$ cat src/hdl/hmm_sequence_sampler_unit_defines.svh
// Assertion macros for the HMM sequence sampler.
// Used by the top level; expects clk and rst in scope.
`ifndef HMM_SEQUENCE_SAMPLER_UNIT_DEFINES_SVH
`define HMM_SEQUENCE_SAMPLER_UNIT_DEFINES_SVH
`ifndef ASSERT_OFF
`define ASSERT_IMPLIES(label, ante, cons, msg) \
  label: assert property (@(posedge clk) disable iff (rst) (ante) |-> (cons)) \
    else $error(msg);
`define ASSERT_NEXT(label, ante, cons, msg) \
  label: assert property (@(posedge clk) disable iff (rst) (ante) |=> (cons)) \
    else $error(msg);
`else
`define ASSERT_IMPLIES(label, ante, cons, msg)
`define ASSERT_NEXT(label, ante, cons, msg)
`endif
`endif

$ cat src/hdl/hmmss_ram.sv
// Generic single-write, single-read RAM with registered read data.
// No dependencies.
`default_nettype none
module hmmss_ram #(
  parameter int WIDTH = 16,
  parameter int DEPTH = 32
) (
  input  wire logic                     clk,
  input  wire logic                     we,
  input  wire logic [$clog2(DEPTH)-1:0] waddr,
  input  wire logic [WIDTH-1:0]         wdata,
  input  wire logic [$clog2(DEPTH)-1:0] raddr,
  output logic      [WIDTH-1:0]         rdata
);

  logic [WIDTH-1:0] mem [DEPTH];

  always_ff @(posedge clk) begin
    if (we) begin
      mem[waddr] <= wdata;
    end
    rdata <= mem[raddr];
  end

endmodule
`default_nettype wire

$ cat config.mk
export PLATFORM = sky130hd
export DESIGN_NAME = hmmss_ram
export DESIGN_NICKNAME = d
export VERILOG_FILES = /design/src/hdl/hmm_sequence_sampler_unit_defines.svh /design/src/hdl/hmmss_ram.sv
export SDC_FILE = /design/constraint.sdc
export NUM_CORES = 1
export LEC_CHECK = 0
export BUFFER_PORTS_ARGS = -buffer_cell sky130_fd_sc_hd__buf_2
export CORE_ASPECT_RATIO = 0.5
export CORE_UTILIZATION = 65
export DETAILED_ROUTE_END_ITERATION = 6
export PLACE_DENSITY = 0.94
export SETUP_SLACK_MARGIN = 0.4
export SKIP_LAST_GASP = 1
export SYNTH_ARGS = -nofsm -noshare
export SYNTH_HDL_FRONTEND = slang
export SYNTH_SLANG_ARGS = --single-unit
$ cat constraint.sdc
create_clock -name clk -period 3 [get_ports clk]
set_input_delay 0.15 -clock clk [delete_from_list [all_inputs] [get_ports clk]]
set_output_delay 0.15 -clock clk [all_outputs]
set_load 0.05 [all_outputs]
==> flow_metrics.tcl <==
set metrics [dict create \
    timing_worst_setup_path_type "in -> reg" \
    summed_negative_setup_slack_over_all_endpoints_ns 0 \
    maximum_number_of_pins_on_one_net_before_global_route_repair 58 \
    holdCritPathClass "in -> reg" \
    all_layer_gr_usage 0.3513 \
    whs_path_depth 1 \
    timing.critical_path.required_ns 3.42 \
    async_reset_ff_frac 0 \
    final_net_count 1244 \
    power.density_nw_per_um2 654.7 \
    drt_first_iter_violations 2477 \
    fp.dieArea_um2 32350 \
    max_transition_viols_final 0 \
    portBuffers 43 \
    clock_tree.htree_level_count 2 \
    routed-via-count 12260 \
    count_of_final_hold_check_violations 0 \
    global_route_wire_length_before_repair_um 80070 \
    worst_path_max_delay_cell "nor2b_4" \
    finalSetupViolations 0 \
    synth_fp_nets 1171 \
    ant_nets 0 \
    synthesis.area_per_instance_um2 17.97 \
    worst_path_largest_cell_delay_ns 0.81 \
    mostFrequentLayoutCell "edfxtp_1" \
    maxCapViolCount 0 \
    ctsLongestPathBuffers 3 \
    post_synth_instance_area_um2 20540 \
    drc 2 \
    maxSlewHeadroom 0.3535 \
    run_status "finished with violations" \
    cells_traversed_along_the_worst_timing_path "buf_2, nor2b_4, buf_4, a22oi_1, a31oi_1, nand3_1" \
    timing.clock.skew_ns 0.01609 \
    internal_power_uw 11470 \
    share_seq_of_total_power 0.558 \
    synth-seq-cells 528 \
    place_congestion 0.9009 \
    drt-pass1-iter-count 7 \
    synthDistinctLibCells 26 \
    unrepaired_setup_endpoints_after_global_routing "no" \
    die_w_um 253.4 \
    worst_hold_path.endpoint "mem[15][14]" \
    mostFrequentLayoutCells "edfxtp_1, mux2i_1, a22oi_1" \
    clock_insertion_delay_worst_skew_ns 0.57 \
    net-switching-power_uw 3308 \
    layout_min_cycle_time_ns 2.076 \
    largest_delay_contributor_family_on_the_critical_path "simple AND/OR/NAND/NOR gates" \
    num_rows 45 \
    cts.sink_count 528 \
    cts-hold-fix-buffers 0 \
    initial_core_utilization 0.6692 \
    hold_path_startpoint "wdata[14]" \
    floorplan.io_pins 44 \
    crit_path_start "raddr[1]" \
    max-vdd-ir-drop_mv 0.4223 \
    fin_util 0.7357 \
    commonest_register_cell_after_synthesis "edfxtp_1" \
    max_freq_mhz 481.8 \
    synth_largest_type_area_fraction 0.7487 \
    number_of_enable_type_register_cells_in_the_synthesized_netlist 512 \
    power.share.switching 0.2238 \
    timing.critical_path.to_type "flop" \
    die_height_um 127.7 \
    postSynthCellCount 1143 \
    first_global_vias 12010 \
    routed_wire_length_per_instance_um 33.31 \
    tritoncts.num_buffers 43 \
    final.fill_count 1433 \
    cts.clk_slew.worst_paths_ns 0.07 \
    grt.overflow.total 0 \
    setup.worst_path.start_class "primary input" \
    p_comb_frac 0.065 \
    synth_sequential_area_ratio 0.7643 \
    fp.coreArea_um2 30690 \
    clockRootBuffer "clkbuf_16" \
    violations_in_the_final_reports "design-rule violations" \
    timing.final.crit_share 0.6919 \
    r2r_end "rdata[5]" \
    power.static_leakage_uw 0.007928 \
    yosysTopAreaCell "edfxtp_1" \
    route.detailed.vias_per_inst 7.323 \
    synth.yosys.warnings 0 \
    post_route_cells_drive_above_1_share 0.1257 \
    initial_antenna_violation_count 4 \
    place_hpwl_um 28480 \
    buffer_count_from_post_cts_setup_fixing 0 \
    ff2ff_path_depth 4 \
    drt-total-wl_um 55760 \
    timing_worst_slew_pin_value_ns 0.9678 \
    ff2ff_setup_slack_ns 1.19 \
    cts.repair.resized 0 \
    start_of_the_worst_register_to_register_path "mem[19][5]" \
    flow.area_growth_from_synthesis_pct 9.931 \
    worst-path-max-fanout 30 \
    yosys-top-cells-area "edfxtp_1, mux2i_1, a22oi_1, dfxtp_1, a22o_1" \
    worst-path-buf-inv 2 \
    critical_path_arrival_ns 2.50 \
    cts_tree "yes" \
    clockPowerShare 0.377 \
]
## power groups by stage
stage,clock network [µW],registers (µW),logic (µW)
final,5570,8240,965
after global routing,5820,8250,974
after CTS,5540,8240,926
after detailed placement,0,8400,888
after global placement,0,8390,845
after floorplan,0,8480,461
## flip-flops by register name (all words and copies together) (netlist names)
name	cells
rdata	16
mem	512
## synthesized netlist by cell type, types with 3 or more instances
| cell | count |
|---|---|
| edfxtp_1 | 512 |
| mux2i_1 | 256 |
| a22oi_1 | 64 |
| nand3_1 | 34 |
| nand2_1 | 33 |
| nor2_1 | 33 |
| a21oi_1 | 32 |
| a22o_1 | 32 |
| buf_2 | 19 |
| buf_4 | 19 |
| a31oi_1 | 16 |
| dfxtp_1 | 16 |
| nand4_1 | 16 |
| nor3_1 | 16 |
| clkbuf_1 | 12 |
| buf_6 | 6 |
| buf_8 | 6 |
| buf_12 | 5 |
| nand3b_1 | 5 |
| or3b_2 | 3 |
## stage by stage
stage / total power [µW] / setup WS, ns / hold slack, ns / cell area (µm²) / instances
2_1_floorplan: 8945 / 1.110 / 0.2489 / 20540 / 1143
3_3_place_gp: 9238 / 0.6941 / 0.5978 / 21230 / 1594
3_5_place_dp: 9288 / 0.5856 / 0.6143 / 21230 / 1594
4_1_cts: 14710 / 1.096 / 0.1237 / 22570 / 1672
5_1_grt: 15040 / 0.9751 / 0.1427 / 22570 / 1672
6_report: 14780 / 0.9244 / 0.1442 / 22580 / 1674
## worst max-delay path by stage
stage	end	slack (ns)	cells after the start
floorplan	mem[12][0]	1.11	3
global placement	rdata[9]	0.69	6
detailed placement	rdata[8]	0.59	6
CTS	rdata[9]	1.10	6
global route	rdata[9]	0.98	6
finish	rdata[9]	0.92	6
## final cells by class
type	instances	area, µm²	area share
antenna	2	5.005	0.0002217
clock buffer	66	1235	0.05470
clock inverter	12	103.9	0.004600
multi-input combinational	548	4317	0.1912
sequential	528	15700	0.6952
tap	423	529.3	0.02344
timing repair buffer	95	690.7	0.03059
## layer usage
| metal | GRT usage | vias to the layer above | part of all wire |
|---|---|---|---|
| met3 | 0.09503 | 304 | 0.16 |
| li1 | - | 4694 | - |
| met2 | 0.5634 | 1419 | 0.46 |
| met5 | 0 | - | 0.00023 |
| met4 | 0.1768 | 2 | 0.061 |
| met1 | 0.4497 | 5839 | 0.32 |
## logic make-up (layout without fill, tap and decap cells)
| kind of cell | Yosys count | in the layout | share of synthesized area |
|---|---|---|---|
| mux | 256 | 256 | 0.1248 |
| simple gates | 148 | 148 | 0.03491 |
| flops | 528 | 528 | 0.7643 |
| compound gates | 144 | 144 | 0.04972 |
| buf+inv | 67 | 173 | 0.02632 |
| other cells | 0 | 2 | 0 |
Note: power is estimated with default switching activity, not from simulation.
