[src/hdl/hmm_sequence_sampler_unit_defines.svh]
// Assertion macros for the HMM sequence sampler.
// Used by the top level; expects clk and rst in scope.
`ifndef HMM_SEQUENCE_SAMPLER_UNIT_DEFINES_SVH
`define HMM_SEQUENCE_SAMPLER_UNIT_DEFINES_SVH
`ifndef ASSERT_OFF
`define ASSERT_IMPLIES(label, ante, cons, msg) \
  label: assert property (@(posedge clk) disable iff (rst) (ante) |-> (cons)) \
    else $error(msg);
`define ASSERT_NEXT(label, ante, cons, msg) \
  label: assert property (@(posedge clk) disable iff (rst) (ante) |=> (cons)) \
    else $error(msg);
`else
`define ASSERT_IMPLIES(label, ante, cons, msg)
`define ASSERT_NEXT(label, ante, cons, msg)
`endif
`endif

[src/hdl/hmmss_pkg.sv]
// Shared types, codes and helpers of the HMM sequence sampler.
// No dependencies.
`default_nettype none
package hmmss_pkg;

  localparam int DEF_MAX_STATES         = 32;
  localparam int DEF_MAX_OBS_SYMBOLS    = 32;
  localparam int DEF_MAX_ACTION_SYMBOLS = 32;

  localparam int CNT_W  = 6;
  localparam int PROB_W = 16;
  localparam int SUM_W  = PROB_W + CNT_W;

  localparam logic [1:0] KIND_LOAD  = 2'd0;
  localparam logic [1:0] KIND_START = 2'd1;
  localparam logic [1:0] KIND_STEP  = 2'd2;

  localparam logic [1:0] TABLE_INITIAL     = 2'd0;
  localparam logic [1:0] TABLE_TRANSITION  = 2'd1;
  localparam logic [1:0] TABLE_OBSERVATION = 2'd2;
  localparam logic [1:0] TABLE_ACTION      = 2'd3;

  localparam logic [1:0] CFG_STATES = 2'd0;
  localparam logic [1:0] CFG_OBS    = 2'd1;
  localparam logic [1:0] CFG_ACTION = 2'd2;

  typedef struct packed {
    logic [1:0]        kind;
    logic [1:0]        table_select;
    logic [4:0]        row_index;
    logic [4:0]        column_index;
    logic [PROB_W-1:0] probability;
    logic [PROB_W-1:0] draw_state;
    logic [PROB_W-1:0] draw_observation;
    logic [PROB_W-1:0] draw_action;
  } request_t;

  typedef struct packed {
    logic [4:0] present_state;
    logic [4:0] observation;
    logic       observation_valid;
    logic [4:0] action;
    logic       action_valid;
  } result_t;

  typedef enum logic {
    ST_IDLE,
    ST_WALK
  } seq_state_t;

  typedef struct packed {
    logic             clear;
    logic             rd_valid;
    logic [CNT_W-1:0] idx;
  } walk_ctrl_t;

  function automatic logic [CNT_W-1:0] clamp_count(input logic [CNT_W-1:0] v, input int top);
    if (int'(v) > top) begin
      return CNT_W'(top);
    end
    return v;
  endfunction

endpackage
`default_nettype wire

[src/hdl/hmmss_walker.sv]
// Inverse-CDF row walker: running sum, compare against draw, first hit.
// Depends on hmmss_pkg.
`default_nettype none
module hmmss_walker (
  input  wire logic                           clk,
  input  wire logic                           rst,
  input  wire hmmss_pkg::walk_ctrl_t          ctrl,
  input  wire logic [hmmss_pkg::CNT_W-1:0]    count,
  input  wire logic [hmmss_pkg::PROB_W-1:0]   draw,
  input  wire logic [hmmss_pkg::PROB_W-1:0]   rdata,
  output logic      [hmmss_pkg::CNT_W-1:0]    result
);
  import hmmss_pkg::*;

  logic [SUM_W-1:0] sum;
  logic [SUM_W-1:0] sum_next;
  logic             found;
  logic             active;
  logic             hit;

  always_comb begin
    sum_next = sum + SUM_W'(rdata);
    active   = ctrl.rd_valid && !found && (ctrl.idx < count);
    hit      = active && ((SUM_W'(draw) <= sum_next) || (ctrl.idx == count - 1'b1));
  end

  always_ff @(posedge clk) begin
    if (rst || ctrl.clear) begin
      sum    <= '0;
      found  <= 1'b0;
      result <= '0;
    end else begin
      if (active) begin
        sum <= sum_next;
      end
      if (hit) begin
        found  <= 1'b1;
        result <= ctrl.idx;
      end
    end
  end

endmodule
`default_nettype wire

[config.mk]
export PLATFORM = sky130hd
export DESIGN_NAME = hmmss_walker
export DESIGN_NICKNAME = d
export VERILOG_FILES = /design/src/hdl/hmm_sequence_sampler_unit_defines.svh /design/src/hdl/hmmss_pkg.sv /design/src/hdl/hmmss_walker.sv
export SDC_FILE = /design/constraint.sdc
export NUM_CORES = 1
export LEC_CHECK = 0
export BUFFER_PORTS_ARGS = -buffer_cell sky130_fd_sc_hd__buf_2
export CELL_PAD_IN_SITES_DETAIL_PLACEMENT = 0
export CELL_PAD_IN_SITES_GLOBAL_PLACEMENT = 1
export CORE_MARGIN = 4
export CORE_UTILIZATION = 40
export CTS_BUF_LIST = sky130_fd_sc_hd__clkbuf_4 sky130_fd_sc_hd__clkbuf_8 sky130_fd_sc_hd__clkbuf_16
export CTS_CLUSTER_SIZE = 8
export DETAILED_ROUTE_END_ITERATION = 16
export MAX_ROUTING_LAYER = met4
export PLACE_DENSITY = 0.91
export SKIP_CTS_REPAIR_TIMING = 1
export SLEW_MARGIN = 20
export SYNTH_ARGS = -nofsm -noshare
export SYNTH_HDL_FRONTEND = slang
export SYNTH_SLANG_ARGS = --single-unit
[constraint.sdc]
create_clock -name clk -period 10.4 [get_ports clk]
set_clock_uncertainty 0.05 [all_clocks]
set_input_delay 0.52 -clock clk [delete_from_list [all_inputs] [get_ports clk]]
set_output_delay 0.52 -clock clk [all_outputs]
set_load 0.005 [all_outputs]
==> run metrics <==
Post-Syn Area 0.002693 sq mm; maximum clock frequency 239.1 MHz; worst IR drop on VDD 57.58 uV; RSZ-0062 raised after global routing no; critical path peak fanout 7; Die Height 90.05 microns; Detailed Route WL 6.656 mm; Slew headroom 0.5214; FILL cells 656; Reg2Reg Depth 15; Yosys cell types 50; final antenna-violating net count 0; number of diodes 0; Post-Route Utilization 0.4861; critical path data arrival time 4.34 ns; wire length on met3 296 microns; CTS buffer count 5; vias in the first global route 2514; most frequent cells in the layout 53 x buf_2, 39 x ha_1, 30 x o21ai_0; CTS tree built; wl on met1 3.194 mm; Layout Nets 476; WL per Instance 14.31 microns; DIE WIDTH 90.05 microns; Worst-Skew Late Latency 0.29 ns; Max Used Layer met4; dpl hpwl 5.389 mm; Ports 54; largest net degree at the start of global routing 27; minimum clock period 4.182 ns; CTS Sinks 29; share of cells above drive strength 1 0.1933; R2R Path End result[3]; slowest cell delay on critical path 0.51 ns; vias per cell 5.490; syn nets 422; first-pass GRT wire length 11.26 mm; Post-synth EDFFs 0; Seq/Total Area, Yosys 0.2156; Synth Warn # 0; Worst setup EP type register; P&R area growth vs syn 16.59%; Max-cap violations 0; Crit Path Class in2reg; initial antenna violation count 0; period utilization 0.4021; Max clock buf depth 2; hold path start result[1]; PD cells 104.8 mW/mm^2; final max-slew violation count 0; P_leak 1.427 nW; WP data required 10.56 ns; most common cell after layout, fill and taps aside buf_2; reg2reg setup slack 6.26 ns; Avg Cell Area, Syn 8.062 sq um; Cell Chain, Critical Path buf_2 -> ha_1 -> fa_1 -> a21oi_1 -> o22ai_2 -> o41ai_4 -> o21bai_1 -> a21oi_1 -> xor2_1 -> ha_1 -> nand4_1 -> or4_1 -> o2111ai_1 -> or4b_4 -> a21oi_4 -> mux2i_1; routability congestion estimate 0.9195; Setup violations, final 0; Main synth FF type dfxtp_1; synthesis-stage register bit count 29; Hold Crit Depth 2; slowest CP cell or4b_4; Placeable Area 0.006459 sq mm; Final Hold Viols 0; Total Routing Usage GR 0.1708; Clock Pin Slew Worst Setup and Hold Paths 0.06 ns; Initial DRC Count 52; met2 routed WL 3.065 mm; FFs w/ async S/R, synth 0; DR vias 2553; DR pass1 iterations 4; Clk Tree Root Cell clkbuf_8; measured slew at the worst slew-check pin 0.7162 ns; H-tree levels 2; PortBufs 53; cell row count 29; worst min path class reg2reg; CP Launch Type input pin; worst r2r src sum[0]; setup_tns 0 ns; die area 0.008108 sq mm; Hold Path Sink result[1]; status finished, final reports clean; cells after synthesis 334; DRC Markers 0; global route overflow 0; initial core utilization 0.4169
## synth_stat cells (all sizes together) (6+ instances only)
cell type,instances,area [sq um]
o21a,10,75.07
nor2,28,105.1
clkbuf,6,22.52
inv,18,67.56
xnor2,14,122.6
mux2i,7,70.07
nand4,9,56.30
nand3,12,70.07
nand2,29,108.9
and2,13,82.58
a21oi,26,145.2
o21ai,30,150.1
ha,39,488.0
xor2,12,105.1
dfxtp,29,580.6
## where the power goes
group / switching, W / leakage (nW) / total (W) / internal [W]
Sequential: 0.00000190 / 0.235 / 0.000116 / 0.000115
Clock: 0.0000435 / 0.0540 / 0.000113 / 0.0000695
Combinational: 0.0000567 / 1.14 / 0.0000996 / 0.0000429
Total: 0.000102 / 1.43 / 0.000329 / 0.000227
## kinds of logic after synthesis
family | after synthesis | share of synthesized area
buf+inv | 25 | 0.03485
flops | 29 | 0.2156
mux | 8 | 0.03021
simple gates | 114 | 0.2165
xor+xnor | 26 | 0.08457
compound gates | 92 | 0.2296
fa+ha+maj | 40 | 0.1887
## state kept, by name, indices dropped and copies added (netlist names)
| signal | count |
|---|---|
| sum | 22 |
| result | 6 |
| found | 1 |
## critical path: cells and delay by family
family	cells	cell delay (ns)
AOI/OAI and AO/OA	7	1.58
xor gates and xnor gates	1	0.23
muxes	1	0.23
buffers and inverters	1	0.10
and+or+nand+nor	3	0.78
adders and majority gates	3	0.90
## final cells by class
type                            instances  area [sq um]  share of cell area
Clock buffer                            5         68.82             0.02192
Multi-Input combinational cell        280          2018              0.6429
Timing Repair Buffer                   54         272.8             0.08689
Inverter                               18         67.56             0.02152
Tap cell                               77         96.34             0.03069
Clock inverter                          2         35.03             0.01116
Sequential cell                        29         580.6              0.1849
## per-stage QoR
| step | setup WS (ns) | cells | area [sq um] | power [W] | hold slack (ns) |
|---|---|---|---|---|---|
| after floorplan | 6.442 | 334 | 2693 | 0.0001889 | 0.3759 |
| after global placement | 6.114 | 458 | 3035 | 0.0002170 | 0.3977 |
| after detailed placement | 5.951 | 458 | 3035 | 0.0002187 | 0.3980 |
| after CTS | 6.227 | 465 | 3139 | 0.0003313 | 0.4079 |
| after global routing | 5.877 | 465 | 3139 | 0.0003500 | 0.4360 |
| final | 6.218 | 465 | 3139 | 0.0003290 | 0.4107 |
## layer usage
metal  vias to the layer above  track usage
met5                         -            -
met4                         0      0.05102
met3                        11      0.03589
met2                        59       0.2844
met1                      1168       0.2082
li1                       1315            -
## worst max-delay path by stage
stage	from	end	slack, ns	depth (start not counted)
floorplan	rdata[0]	result[0]	6.44	15
global placement	rdata[0]	result[0]	6.11	16
detailed placement	rdata[0]	result[3]	5.95	16
CTS	rdata[0]	result[3]	6.23	16
global route	rdata[0]	result[3]	5.88	16
finish	rdata[0]	result[3]	6.22	16
Power figures use the tool's default switching activity.
